`config.mk`:
```
export PLATFORM = sky130hd
export DESIGN_NAME = byte_budget_lru_evictor
export DESIGN_NICKNAME = d
export VERILOG_FILES = /design/src/rtl/bblru_pkg.sv /design/src/rtl/byte_budget_lru_evictor.sv
export SDC_FILE = /design/constraint.sdc
export NUM_CORES = 2
export LEC_CHECK = 0
export BUFFER_PORTS_ARGS = -buffer_cell sky130_fd_sc_hd__buf_2
export CORE_MARGIN = 2
export CORE_UTILIZATION = 60
export DETAILED_ROUTE_END_ITERATION = 6
export PLACE_DENSITY = 0.84
export SLEW_MARGIN = 15
export SYNTH_ARGS = -nofsm -noshare
export SYNTH_HDL_FRONTEND = slang
export SYNTH_SLANG_ARGS = --single-unit
```
`constraint.sdc`:
```
create_clock -name clock -period 8.6 [get_ports clock]
set_input_delay 0.86 -clock clock [delete_from_list [all_inputs] [get_ports clock]]
set_output_delay 0.86 -clock clock [all_outputs]
set_load 0.02 [all_outputs]
```
`src/rtl/bblru_pkg.sv`:
```
`timescale 1ns / 1ps

package bblru_pkg;

   localparam int DEF_ENTRIES = 32;
   localparam int BYTES_W = 31;
   localparam int SIZE_W = 28;
   localparam int TIME_W = 32;
   localparam int COUNT_W = 6;
   localparam int EV_IDX_W = 5;
   localparam int EVICT_N_W = 5;
   localparam int CSR_IDX_W = 2;

   localparam logic [BYTES_W-1:0] DEF_HIGH_WM = 31'd134217728;
   localparam logic [BYTES_W-1:0] DEF_LOW_WM = 31'd67108864;
   localparam logic [BYTES_W-1:0] BYTES_MAX = 31'h7FFF_FFFF;
   localparam logic [COUNT_W-1:0] COUNT_MAX = 6'd63;
   localparam logic [EVICT_N_W-1:0] MAX_EVICT = 5'd31;

   localparam logic [CSR_IDX_W-1:0] CSR_HIGH_WM = 2'd0;
   localparam logic [CSR_IDX_W-1:0] CSR_LOW_WM = 2'd1;

   typedef enum logic [1:0] {
      CMD_LOAD_DONE = 2'd0,
      CMD_USE = 2'd1,
      CMD_DROP = 2'd2,
      CMD_LOAD_FAILED = 2'd3
   } command_type;

   typedef enum logic {
      KIND_EVICT = 1'b0,
      KIND_STATUS = 1'b1
   } kind_type;

   typedef struct packed {
      command_type command;
      logic [4:0] entry_index;
      logic [SIZE_W-1:0] entry_bytes;
      logic pinned;
      logic [TIME_W-1:0] now;
   } req_type;

   typedef struct packed {
      kind_type kind;
      logic [EV_IDX_W-1:0] evicted_index;
      logic hit;
      logic needs_load;
      logic [BYTES_W-1:0] total_bytes;
      logic [COUNT_W-1:0] resident_count;
      logic last;
   } rsp_type;

endpackage

```
`src/rtl/byte_budget_lru_evictor.sv`:
```
`timescale 1ns / 1ps

// Byte-budget LRU evictor. A command item is taken when start is high and busy is low; every
// result is a one-cycle pulse on rsp_strobe that the receiver must take as it comes, the last
// result of an item has last set and busy is already low in that cycle. Use, drop, load-failed
// and out-of-range items give their status from the lookup state. A load that stays at or
// under the high watermark gives its status through the lookup, load-check and finish states.
// Above it, each victim search passes the scan, drain and decide states, the scan reading the
// size/time memory one entry per cycle from entry 1; a search without a victim ends the load,
// else the victim is evicted and the low watermark and eviction cap are checked again before
// another search or completion. Flags are flip-flops reset to fixed values, so no clearing pass;
// the configuration port is always ready and may be written only while busy is low.
module byte_budget_lru_evictor #(
   parameter int ENTRIES = bblru_pkg::DEF_ENTRIES
) (
   input  logic                                clock,
   input  logic                                reset,
   input  logic                                start,
   output logic                                busy,
   input  bblru_pkg::req_type                  req_item,
   output logic                                rsp_strobe,
   output bblru_pkg::rsp_type                  rsp_item,
   input  logic                                csr_valid,
   output logic                                csr_ready,
   input  logic [bblru_pkg::CSR_IDX_W-1:0]     csr_index,
   input  logic [bblru_pkg::BYTES_W-1:0]       csr_wdata
);
   import bblru_pkg::*;

   localparam int IDX_W = $clog2(ENTRIES);
   localparam logic [IDX_W-1:0] LAST_IDX = IDX_W'(ENTRIES - 1);

   typedef enum logic [2:0] {
      ST_IDLE,
      ST_LOOKUP,
      ST_LOAD_CHECK,
      ST_EV_CHECK,
      ST_SCAN,
      ST_DRAIN,
      ST_EV_DECIDE,
      ST_FINISH
   } state_type;

   state_type state_ff;
   req_type req_ff;
   logic [IDX_W-1:0] idx_ff;
   logic [BYTES_W-1:0] high_wm_ff;
   logic [BYTES_W-1:0] low_wm_ff;
   logic [ENTRIES-1:0] resident_ff;
   logic [ENTRIES-1:0] pinned_ff;
   logic [ENTRIES-1:0] loadable_ff;
   logic [ENTRIES-1:0] time_valid_ff;
   logic [BYTES_W-1:0] bytes_ff;
   logic [COUNT_W-1:0] count_ff;
   logic [EVICT_N_W-1:0] evict_n_ff;
   logic [IDX_W-1:0] scan_ff;
   logic pend_ff;
   logic [IDX_W-1:0] pend_idx_ff;
   logic found_ff;
   logic [IDX_W-1:0] best_ff;
   logic [TIME_W-1:0] best_age_ff;
   logic [SIZE_W-1:0] best_size_ff;
   logic rsp_strobe_ff;
   rsp_type rsp_ff;

   logic [SIZE_W-1:0] size_ram [ENTRIES];
   logic [TIME_W-1:0] time_ram [ENTRIES];
   logic [SIZE_W-1:0] size_rd_ff;
   logic [TIME_W-1:0] time_rd_ff;
   logic time_valid_rd_ff;

   logic [IDX_W-1:0] rd_addr;
   logic in_range;
   logic [SIZE_W-1:0] rel_size;
   logic [BYTES_W-1:0] rel_bytes;
   logic [COUNT_W-1:0] rel_count;
   logic [TIME_W-1:0] cand_time;
   logic [TIME_W-1:0] cand_age;
   logic better;
   logic [BYTES_W:0] load_sum;
   logic over_high;
   logic [BYTES_W-1:0] load_bytes;
   logic use_hit;
   logic size_we;
   logic time_we;

   function automatic rsp_type make_rsp(kind_type k, logic [EV_IDX_W-1:0] ev, logic h,
                                        logic n, logic [BYTES_W-1:0] b,
                                        logic [COUNT_W-1:0] c, logic l);
      rsp_type r;
      r.kind = k;
      r.evicted_index = ev;
      r.hit = h;
      r.needs_load = n;
      r.total_bytes = b;
      r.resident_count = c;
      r.last = l;
      return r;
   endfunction

   always_comb begin
      rd_addr = (state_ff == ST_SCAN) ? scan_ff : IDX_W'(req_item.entry_index);
      in_range = 32'(req_ff.entry_index) < ENTRIES;
      rel_size = (state_ff == ST_EV_DECIDE) ? best_size_ff : size_rd_ff;
      rel_bytes = (bytes_ff >= BYTES_W'(rel_size)) ? bytes_ff - BYTES_W'(rel_size) : '0;
      rel_count = (count_ff != '0) ? count_ff - 1'b1 : '0;
      cand_time = time_valid_rd_ff ? time_rd_ff : '0;
      cand_age = req_ff.now - cand_time;
      better = resident_ff[pend_idx_ff] && !pinned_ff[pend_idx_ff]
               && (!found_ff || cand_age > best_age_ff);
      load_sum = {1'b0, bytes_ff} + (BYTES_W + 1)'(req_ff.entry_bytes);
      over_high = load_sum > {1'b0, high_wm_ff};
      load_bytes = load_sum[BYTES_W] ? BYTES_MAX : load_sum[BYTES_W-1:0];
      use_hit = loadable_ff[idx_ff] && resident_ff[idx_ff];
      size_we = (state_ff == ST_FINISH);
      time_we = (state_ff == ST_LOOKUP) && in_range && (req_ff.command == CMD_USE) && use_hit;
   end

   always_ff @(posedge clock) begin
      size_rd_ff <= size_ram[rd_addr];
      time_rd_ff <= time_ram[rd_addr];
      time_valid_rd_ff <= time_valid_ff[rd_addr];
      if (size_we) begin
         size_ram[idx_ff] <= req_ff.entry_bytes;
      end
      if (time_we) begin
         time_ram[idx_ff] <= req_ff.now;
      end
   end

   always_ff @(posedge clock) begin
      if (reset) begin
         state_ff <= ST_IDLE;
         high_wm_ff <= DEF_HIGH_WM;
         low_wm_ff <= DEF_LOW_WM;
         resident_ff <= '0;
         pinned_ff <= '0;
         loadable_ff <= '1;
         time_valid_ff <= '0;
         bytes_ff <= '0;
         count_ff <= '0;
         evict_n_ff <= '0;
         pend_ff <= 1'b0;
         found_ff <= 1'b0;
         rsp_strobe_ff <= 1'b0;
      end else begin
         rsp_strobe_ff <= 1'b0;
         pend_ff <= 1'b0;

         if (csr_valid) begin
            case (csr_index)
               CSR_HIGH_WM: high_wm_ff <= csr_wdata;
               CSR_LOW_WM: low_wm_ff <= csr_wdata;
               default: ;
            endcase
         end

         if (pend_ff && better) begin
            found_ff <= 1'b1;
            best_ff <= pend_idx_ff;
            best_age_ff <= cand_age;
            best_size_ff <= size_rd_ff;
         end

         case (state_ff)
            ST_IDLE: begin
               if (start) begin
                  req_ff <= req_item;
                  idx_ff <= IDX_W'(req_item.entry_index);
                  state_ff <= ST_LOOKUP;
               end
            end
            ST_LOOKUP: begin
               evict_n_ff <= '0;
               if (!in_range) begin
                  rsp_strobe_ff <= 1'b1;
                  rsp_ff <= make_rsp(KIND_STATUS, '0, 1'b0, 1'b0, bytes_ff, count_ff, 1'b1);
                  state_ff <= ST_IDLE;
               end else begin
                  case (req_ff.command)
                     CMD_LOAD_DONE: begin
                        if (resident_ff[idx_ff]) begin
                           resident_ff[idx_ff] <= 1'b0;
                           bytes_ff <= rel_bytes;
                           count_ff <= rel_count;
                        end
                        state_ff <= ST_LOAD_CHECK;
                     end
                     CMD_USE: begin
                        if (use_hit) begin
                           time_valid_ff[idx_ff] <= 1'b1;
                        end
                        rsp_strobe_ff <= 1'b1;
                        rsp_ff <= make_rsp(KIND_STATUS, '0, use_hit,
                                           loadable_ff[idx_ff] && !resident_ff[idx_ff],
                                           bytes_ff, count_ff, 1'b1);
                        state_ff <= ST_IDLE;
                     end
                     CMD_DROP: begin
                        rsp_strobe_ff <= 1'b1;
                        if (resident_ff[idx_ff]) begin
                           resident_ff[idx_ff] <= 1'b0;
                           bytes_ff <= rel_bytes;
                           count_ff <= rel_count;
                           rsp_ff <= make_rsp(KIND_STATUS, '0, 1'b0, 1'b0,
                                              rel_bytes, rel_count, 1'b1);
                        end else begin
                           rsp_ff <= make_rsp(KIND_STATUS, '0, 1'b0, 1'b0,
                                              bytes_ff, count_ff, 1'b1);
                        end
                        state_ff <= ST_IDLE;
                     end
                     default: begin
                        loadable_ff[idx_ff] <= 1'b0;
                        rsp_strobe_ff <= 1'b1;
                        rsp_ff <= make_rsp(KIND_STATUS, '0, 1'b0, 1'b0,
                                           bytes_ff, count_ff, 1'b1);
                        state_ff <= ST_IDLE;
                     end
                  endcase
               end
            end
            ST_LOAD_CHECK: begin
               state_ff <= over_high ? ST_EV_CHECK : ST_FINISH;
            end
            ST_EV_CHECK: begin
               if (bytes_ff > low_wm_ff && evict_n_ff < MAX_EVICT) begin
                  scan_ff <= IDX_W'(1);
                  found_ff <= 1'b0;
                  state_ff <= ST_SCAN;
               end else begin
                  state_ff <= ST_FINISH;
               end
            end
            ST_SCAN: begin
               pend_ff <= 1'b1;
               pend_idx_ff <= scan_ff;
               scan_ff <= scan_ff + 1'b1;
               if (scan_ff == LAST_IDX) begin
                  state_ff <= ST_DRAIN;
               end
            end
            ST_DRAIN: begin
               state_ff <= ST_EV_DECIDE;
            end
            ST_EV_DECIDE: begin
               if (found_ff) begin
                  resident_ff[best_ff] <= 1'b0;
                  bytes_ff <= rel_bytes;
                  count_ff <= rel_count;
                  evict_n_ff <= evict_n_ff + 1'b1;
                  rsp_strobe_ff <= 1'b1;
                  rsp_ff <= make_rsp(KIND_EVICT, EV_IDX_W'(best_ff), 1'b0, 1'b0,
                                     rel_bytes, rel_count, 1'b0);
                  state_ff <= ST_EV_CHECK;
               end else begin
                  state_ff <= ST_FINISH;
               end
            end
            ST_FINISH: begin
               bytes_ff <= load_bytes;
               count_ff <= (count_ff == COUNT_MAX) ? count_ff : count_ff + 1'b1;
               resident_ff[idx_ff] <= 1'b1;
               pinned_ff[idx_ff] <= req_ff.pinned;
               rsp_strobe_ff <= 1'b1;
               rsp_ff <= make_rsp(KIND_STATUS, '0, 1'b0, 1'b0, load_bytes,
                                  (count_ff == COUNT_MAX) ? count_ff : count_ff + 1'b1,
                                  1'b1);
               state_ff <= ST_IDLE;
            end
            default: begin
               state_ff <= ST_IDLE;
            end
         endcase
      end
   end

   assign busy = (state_ff != ST_IDLE);
   assign csr_ready = 1'b1;
   assign rsp_strobe = rsp_strobe_ff;
   assign rsp_item = rsp_ff;

   a_last_frees: assert property (@(posedge clock) disable iff (reset)
      rsp_strobe && rsp_item.last |-> !busy)
      else $error("final result while still busy");

   a_never_entry0: assert property (@(posedge clock) disable iff (reset)
      (state_ff == ST_EV_DECIDE) && found_ff |-> best_ff != '0)
      else $error("entry 0 chosen as victim");

   a_accept_busy: assert property (@(posedge clock) disable iff (reset)
      start && !busy |=> busy)
      else $error("accepted item did not raise busy");

   a_evict_counted: assert property (@(posedge clock) disable iff (reset)
      rsp_strobe && (rsp_item.kind == KIND_EVICT) |-> busy && (evict_n_ff != '0))
      else $error("eviction notice outside an eviction run");

endmodule
```
; ---- Yosys cells after proc, flatten, opt, wreduce, memory -nomap -nowiden
; Memories as Yosys holds them, arrays and structs flattened. A register that Yosys moved wholly into a read port is not among the register bits.
; Cells that the tools add are included.
[op_classes]
magnitude_cmp = 11
n_reduce_logical = 36
n_addsub = 7
eq_ne = 19
muxes = 60
n_bitwise = 9
[ops]
columns = operator, count
row1 = one-hot mux 46 bit (3 select lines), 2
row2 = two-way mux 31 bit, 5
row3 = two-way mux 32 bit, 4
row4 = AND 32 bit, 3
row5 = one-hot mux 32 bit (3 select lines), 1
row6 = one-hot mux 31 bit (3 select lines), 1
row7 = inverter 32 bit, 2
row8 = OR 32 bit, 2
row9 = two-way mux 46 bit, 1
row10 = two-way mux 38 bit, 1
row11 = adder 31 x 28 -> 32 bit, 1
row12 = bitwise mux 32 bit, 1
row13 = > comparator 32 x 31 -> 1 bit, 1
row14 = > comparator 32 bit, 1
row15 = subtractor 32 bit, 1
row16 = greater-or-equal comparator 31 x 28 -> 1 bit, 1
row17 = > comparator 31 bit, 1
row18 = subtractor 31 x 28 -> 31 bit, 1
row19 = two-way mux 6 bit, 5
row20 = two-way mux 28 bit, 1
row21 = binary-select mux 1 bit (select 5 bit), 5
row22 = less-than comparator 5 x 6 -> 1 bit (second input constant), 4
row23 = one-hot mux 3 bit (8 select lines), 1
row24 = one-hot mux 5 bit (2 select lines), 2
row25 = 35 further kinds, 94
[totals]
out_inout_bits = 49
elab_cells = 175
regBits = 428
ramBits = 1920
memories = 2
inputBits = 105
[mem_list]
columns = memory, depth, word_bits, read_ports, rd_ports_with_merged_regs, wr, line
row1 = time_ram, 32, 32, 1, 1, 1, byte_budget_lru_evictor.sv:67  ; logic [TIME_W-1:0] time_ram [ENTRIES];
row2 = size_ram, 32, 28, 1, 1, 1, byte_budget_lru_evictor.sv:66  ; logic [SIZE_W-1:0] size_ram [ENTRIES];

; ---- Depth between registers and ports, before layout
[depth]
depth_word = 9
depth_mapped = 22
mapped_depth_nobuf = 21

; ---- Worst setup path after synthesis
; Ideal clock, no wire load.
[synth_path]
path_type = register to register
startpoint = register req_ff[0] (netlist name)
endpoint = register best_age_ff[0] (enable)
setup_ns = 0.510
n_path_buf = 0
t_arrival_ns = 7.293
stages_incl_launch_ff = 20
slack_ns = 0.797
required_ns = 8.090
synth_period_minus_slack_ns = 7.803
cell_sequence = edfxtp_1 -> inv_1 -> ha_1 -> fa_1 -> nor2b_1 -> o31a_1 -> o32ai_2 -> o21ai_0 -> a2111oi_0 -> o41ai_1 -> nor4_1 -> nor3_1 -> xor2_1 -> ha_1 -> nand4_1 -> nor2_1 -> nand2_1 -> nor3_1 -> o31ai_1 -> a21oi_1
[synth_between]
elab_chain_cells = 6
[synth_rtl]
columns = item, line
row1 = start: declaration, byte_budget_lru_evictor.sv:45  ; req_type req_ff;
row2 = start signal: assignment, byte_budget_lru_evictor.sv:168  ; req_ff <= req_item;
row3 = subtractor 32 bit, byte_budget_lru_evictor.sv:108  ; cand_age = req_ff.now - cand_time;
row4 = named net cand_age[28], byte_budget_lru_evictor.sv:78  ; logic [TIME_W-1:0] cand_age;
row5 = > comparator 32 bit, byte_budget_lru_evictor.sv:110  ; && (!found_ff || cand_age > best_age_ff);
row6 = logical OR 1 bit, byte_budget_lru_evictor.sv:110
row7 = logical AND 1 bit, byte_budget_lru_evictor.sv:110
row8 = logical AND 1 bit, byte_budget_lru_evictor.sv:158  ; if (pend_ff && better) begin
row9 = AND reduction 2 bit (no source line), --
row10 = end signal: assignment, byte_budget_lru_evictor.sv:161  ; best_age_ff <= cand_age;
row11 = end: declaration, byte_budget_lru_evictor.sv:61  ; logic [TIME_W-1:0] best_age_ff;
; The timed path passes the listed nets, and every way through them passes these cells.
; A chain may end at the register's enable or synchronous reset.

; ---- Final worst setup path
[layout_path]
startpoint = register req_ff[0] (netlist name)
endpoint = register best_size_ff[5] (enable)
[layout_between]
elab_chain_cells = 6
[layout_rtl]
columns = item, line
row1 = subtractor 32 bit, byte_budget_lru_evictor.sv:108
row2 = named net cand_age[30], byte_budget_lru_evictor.sv:78
row3 = > comparator 32 bit, byte_budget_lru_evictor.sv:110
row4 = logical OR 1 bit, byte_budget_lru_evictor.sv:110
row5 = logical AND 1 bit, byte_budget_lru_evictor.sv:110
row6 = logical AND 1 bit, byte_budget_lru_evictor.sv:158
row7 = AND reduction 2 bit (no source line), --
row8 = end signal: assignment, byte_budget_lru_evictor.sv:162  ; best_size_ff <= size_rd_ff;
row9 = end: declaration, byte_budget_lru_evictor.sv:62  ; logic [SIZE_W-1:0] best_size_ff;
; The timed path passes the listed nets, and every way through them passes these cells.

==> impl_metrics.sql <==
INSERT INTO impl_metrics (metric_group, metric, value, unit) VALUES
('sta', 'finalSetupViolCount', '0', ''),
('yosys', 'yosysTopAreaCell', 'sky130_fd_sc_hd__edfxtp_1', ''),
('detailed_routing', 'finalWirelength', '290200', 'um'),
('global_routing', 'grt.overflow.total', '0', ''),
('clocking', 'ctsHtreeMaxLevel', '4', ''),
('clocking', 'cts_buffer_depth', '3', ''),
('place', 'port_buffers', '152', ''),
('clocking', 'clock_sinks', '2407', ''),
('worst_setup_path', 'worst_setup_path_end_kind', 'register', ''),
('clocking', 'clkLatencyLatePin', '920', 'ps'),
('sta', 'period_needed', '7020', 'ps'),
('yosys', 'mappedNetlistNets', '6703', ''),
('floorplan', 'die-width', '411.2', 'um'),
('global_routing', 'grt_util_all_layers', '0.3398', ''),
('worst_setup_path', 'worstPathBufferInverterCount', '2', ''),
('detailed_routing', 'drc_errors', '37', ''),
('detailed_routing', 'final_ant_viol_nets', '0', ''),
('sta', 'relSlewSlack', '0.1748', ''),
('global_routing', 'grt_first_pass_wirelength', '415900', 'um'),
('yosys', 'synth-async-reset-ratio', '0', ''),
('yosys', 'yosys-top-cells-area', 'sky130_fd_sc_hd__edfxtp_1 64%, sky130_fd_sc_hd__mux4_2 11%, sky130_fd_sc_hd__dfxtp_1 6.0%', ''),
('worst_setup_path', 'critical_path_cell_count', '20', ''),
('worst_setup_path', 'cp_top_family', 'compound AO/OA/AOI/OAI gates', ''),
('sta', 'grt_setup_unrepaired', 'false', ''),
('worst_setup_path', 'startpoint_type', 'register', ''),
('yosys', 'synth_top_cells_by_count', '2108 x sky130_fd_sc_hd__edfxtp_1, 934 x sky130_fd_sc_hd__nand2_1, 497 x sky130_fd_sc_hd__mux4_2, 357 x sky130_fd_sc_hd__nand3_1, 299 x sky130_fd_sc_hd__dfxtp_1', ''),
('worst_setup_path', 'critPathRequiredTime', '9090', 'ps'),
('detailed_routing', 'detail_route.first_pass.iterations', '7', ''),
('clocking', 'ctsResizeCount', '0', ''),
('global_routing', 'largest_net_degree_at_the_start_of_global_routing', '150', ''),
('worst_setup_path', 'worst_ep_arrival_time', '7510', 'ps'),
('yosys', 'syn-mean-instance-area', '15.54', 'um^2'),
('floorplan', 'core.rowCount', '149', ''),
('power_and_ir_drop', 'power_density', '267.1', 'nW/um^2'),
('sta', 'worst_slew_pin_slew', '1235', 'ps'),
('clocking', 'worst_setup_hold_path_clk_slew', '70', 'ps'),
('layout', 'final_core_utilization', '0.6736', ''),
('status', 'failing_checks', 'DRC', ''),
('sta', 'final-hold-violation-count', '0', ''),
('place', 'place.gp.congestion', '0.9477', ''),
('sta', 'setup_total_negative_slack', '0', 'ps'),
('detailed_routing', 'routed_via_density', '7.037', ''),
('yosys', 'synth_sequential_area_ratio', '0.6964', ''),
('floorplan', 'die_h', '411.2', 'um'),
('clocking', 'cts_inserted_buffers', '222', ''),
('yosys', 'ys.flop_type', 'sky130_fd_sc_hd__edfxtp_1', ''),
('clocking', 'holdBufCountCts', '0', ''),
('layout', 'synthToLayoutAreaGrowth', '11.58', '%'),
('clocking', 'post-cts-setup-buffers', '0', ''),
('worst_setup_path', 'cp_max_fo', '65', ''),
('global_routing', 'vias_in_the_first_global_route', '62558', ''),
('status', 'outcome', 'finished with violations', ''),
('worst_setup_path', 'cp_slowest_cell', 'sky130_fd_sc_hd__edfxtp_1', ''),
('detailed_routing', 'vias', '63205', ''),
('sta', 'timing.final.crit_share', '0.8163', ''),
('hold_path', 'hold_path_class', 'in2reg', ''),
('floorplan', 'initial_core_util', '0.6037', ''),
('worst_setup_path', 'path_cells', 'inv_1, ha_1, fa_1, nor2b_1, o31a_1, o32ai_2, o21ai_0, a2111oi_0, o41ai_1, o21ai_0, o21ai_1, xor2_1, ha_1, nand4_1, nor2_1, nand2_1, nor3_1, o31ai_1, a21oi_4, buf_4', ''),
('yosys', 'synth_top_area_share', '0.6363', ''),
('yosys', 'yosys_warnings', '0', ''),
('worst_setup_path', 'path_class', 'reg2reg', ''),
('clocking', 'tritoncts', 'built', ''),
('floorplan', 'pin_count', '154', ''),
('layout', 'final_cells', '8982', ''),
('worst_setup_path', 'worst_reg2reg_path_depth', '20', ''),
('sta', 'finClkSkew', '89.10', 'ps'),
('sta', 'report.final.slew_viol_count', '0', ''),
('global_routing', 'grt_antenna_before_repair', '18', ''),
('power_and_ir_drop', 'irDropWorstVdd', '221.8', 'uV'),
('flow_run', 'maxCapViolations', '0', ''),
('place', 'numPlacedInstances', '8541', '');
## layout make-up
type	instances	area [um^2]
Clock inverter	129	1399
Inverter	155	581.8
Clock buffer	294	6058
Multi-Input combinational cell	3495	28800
Tap cell	2189	2739
Timing Repair Buffer	307	2130
Sequential cell	2407	69290
Fill cell	9932	53790
Antenna cell	6	15.01
## sequential cells by signal, indices dropped and copies added (netlist names), 6 cells and up
name,count
time_ram,1024
size_ram,896
req_ff,63
rsp_item,45
best_age_ff,32
loadable_ff,32
pinned_ff,32
resident_ff,32
time_rd_ff,32
time_valid_ff,32
bytes_ff,31
high_wm_ff,31
low_wm_ff,31
best_size_ff,28
size_rd_ff,28
count_ff,6
## cells in the final DEF (no fill, tap or decap), drive strengths merged, types with 12 or more instances in the layout
| cell type | Yosys | routed |
|---|---|---|
| a211oi | 21 | 21 |
| a21o | 72 | 72 |
| a21oi | 288 | 288 |
| a221oi | 17 | 17 |
| a22oi | 14 | 14 |
| a31oi | 18 | 18 |
| and2 | 15 | 15 |
| and3 | 29 | 29 |
| buf | 127 | 307 |
| bufinv | 0 | 15 |
| clkbuf | 219 | 294 |
| clkinv | 0 | 98 |
| dfxtp | 299 | 299 |
| edfxtp | 2108 | 2108 |
| ha | 191 | 191 |
| inv | 155 | 162 |
| mux2i | 48 | 48 |
| mux4 | 497 | 497 |
| nand2 | 934 | 934 |
| nand2b | 15 | 15 |
| nand3 | 357 | 357 |
| nand4 | 31 | 31 |
| nor2 | 250 | 250 |
| nor2b | 23 | 23 |
| nor3 | 43 | 43 |
| nor3b | 18 | 18 |
| o211ai | 12 | 12 |
| o21a | 34 | 34 |
| o21ai | 266 | 266 |
| o221ai | 23 | 23 |
| o22ai | 43 | 43 |
| xnor2 | 46 | 46 |
| xor2 | 33 | 33 |
## worst register-to-register path, delay by kind of cell, from the launching register on
family                   cells  cell delay [ps]
AO/OA/AOI/OAI                9             2650
XOR/XNOR                     1              110
adder cells (fa/ha/maj)      3             1060
buffers and inverters        2              850
flip-flops                   1              980
AND/OR/NAND/NOR              5              930
## power breakdown
group	total [mW]	leakage (nW)	internal [mW]	switching [mW]
sequential	13.7	21.4	13.2	0.428
combinational	5.88	12.1	2.22	3.66
clock	10.1	3.62	5.48	4.62
total	29.7	37.1	20.9	8.71
## layer usage
layer	GRT usage	wire length [um]	vias to the layer above
li1	-	-	25104
met1	0.4450	96640	30908
met2	0.5267	134100	5973
met3	0.09970	43300	1196
met4	0.1633	15990	24
met5	0	173	-
## kinds of logic after synthesis
kind of cell,synth area share
xor gates and xnor gates,0.006955
other,0.00003769
and+or+nand+nor,0.07631
AOI/OAI and AO/OA,0.05745
buffers and inverters,0.02046
muxes,0.1177
adders and majority gates,0.02462
DFF,0.6964
## worst paths after layout
path / from / endpoint / slack (ps)
max: req_ff[0] / best_size_ff[5] / 1580
min reg2reg: size_rd_ff[4] / best_size_ff[4] / 440
min: req_item[29] / req_ff[29] / 110
max reg2reg: req_ff[0] / best_size_ff[5] / 1580
## per-stage QoR
stage / instance area, um^2 / worst slack (ps) / hold slack, ps / power, mW
CTS: 110800 / 1797 / 81.14 / 29.49
global placement: 103300 / 2102 / 419.9 / 19.25
finish: 111000 / 1580 / 112.3 / 29.66
global route: 111000 / 1271 / 86.39 / 30.44
detailed placement: 103300 / 1870 / 424.5 / 19.45
floorplan: 99490 / 797.3 / 407.6 / 17.76
(Power assumes the default switching activity.)
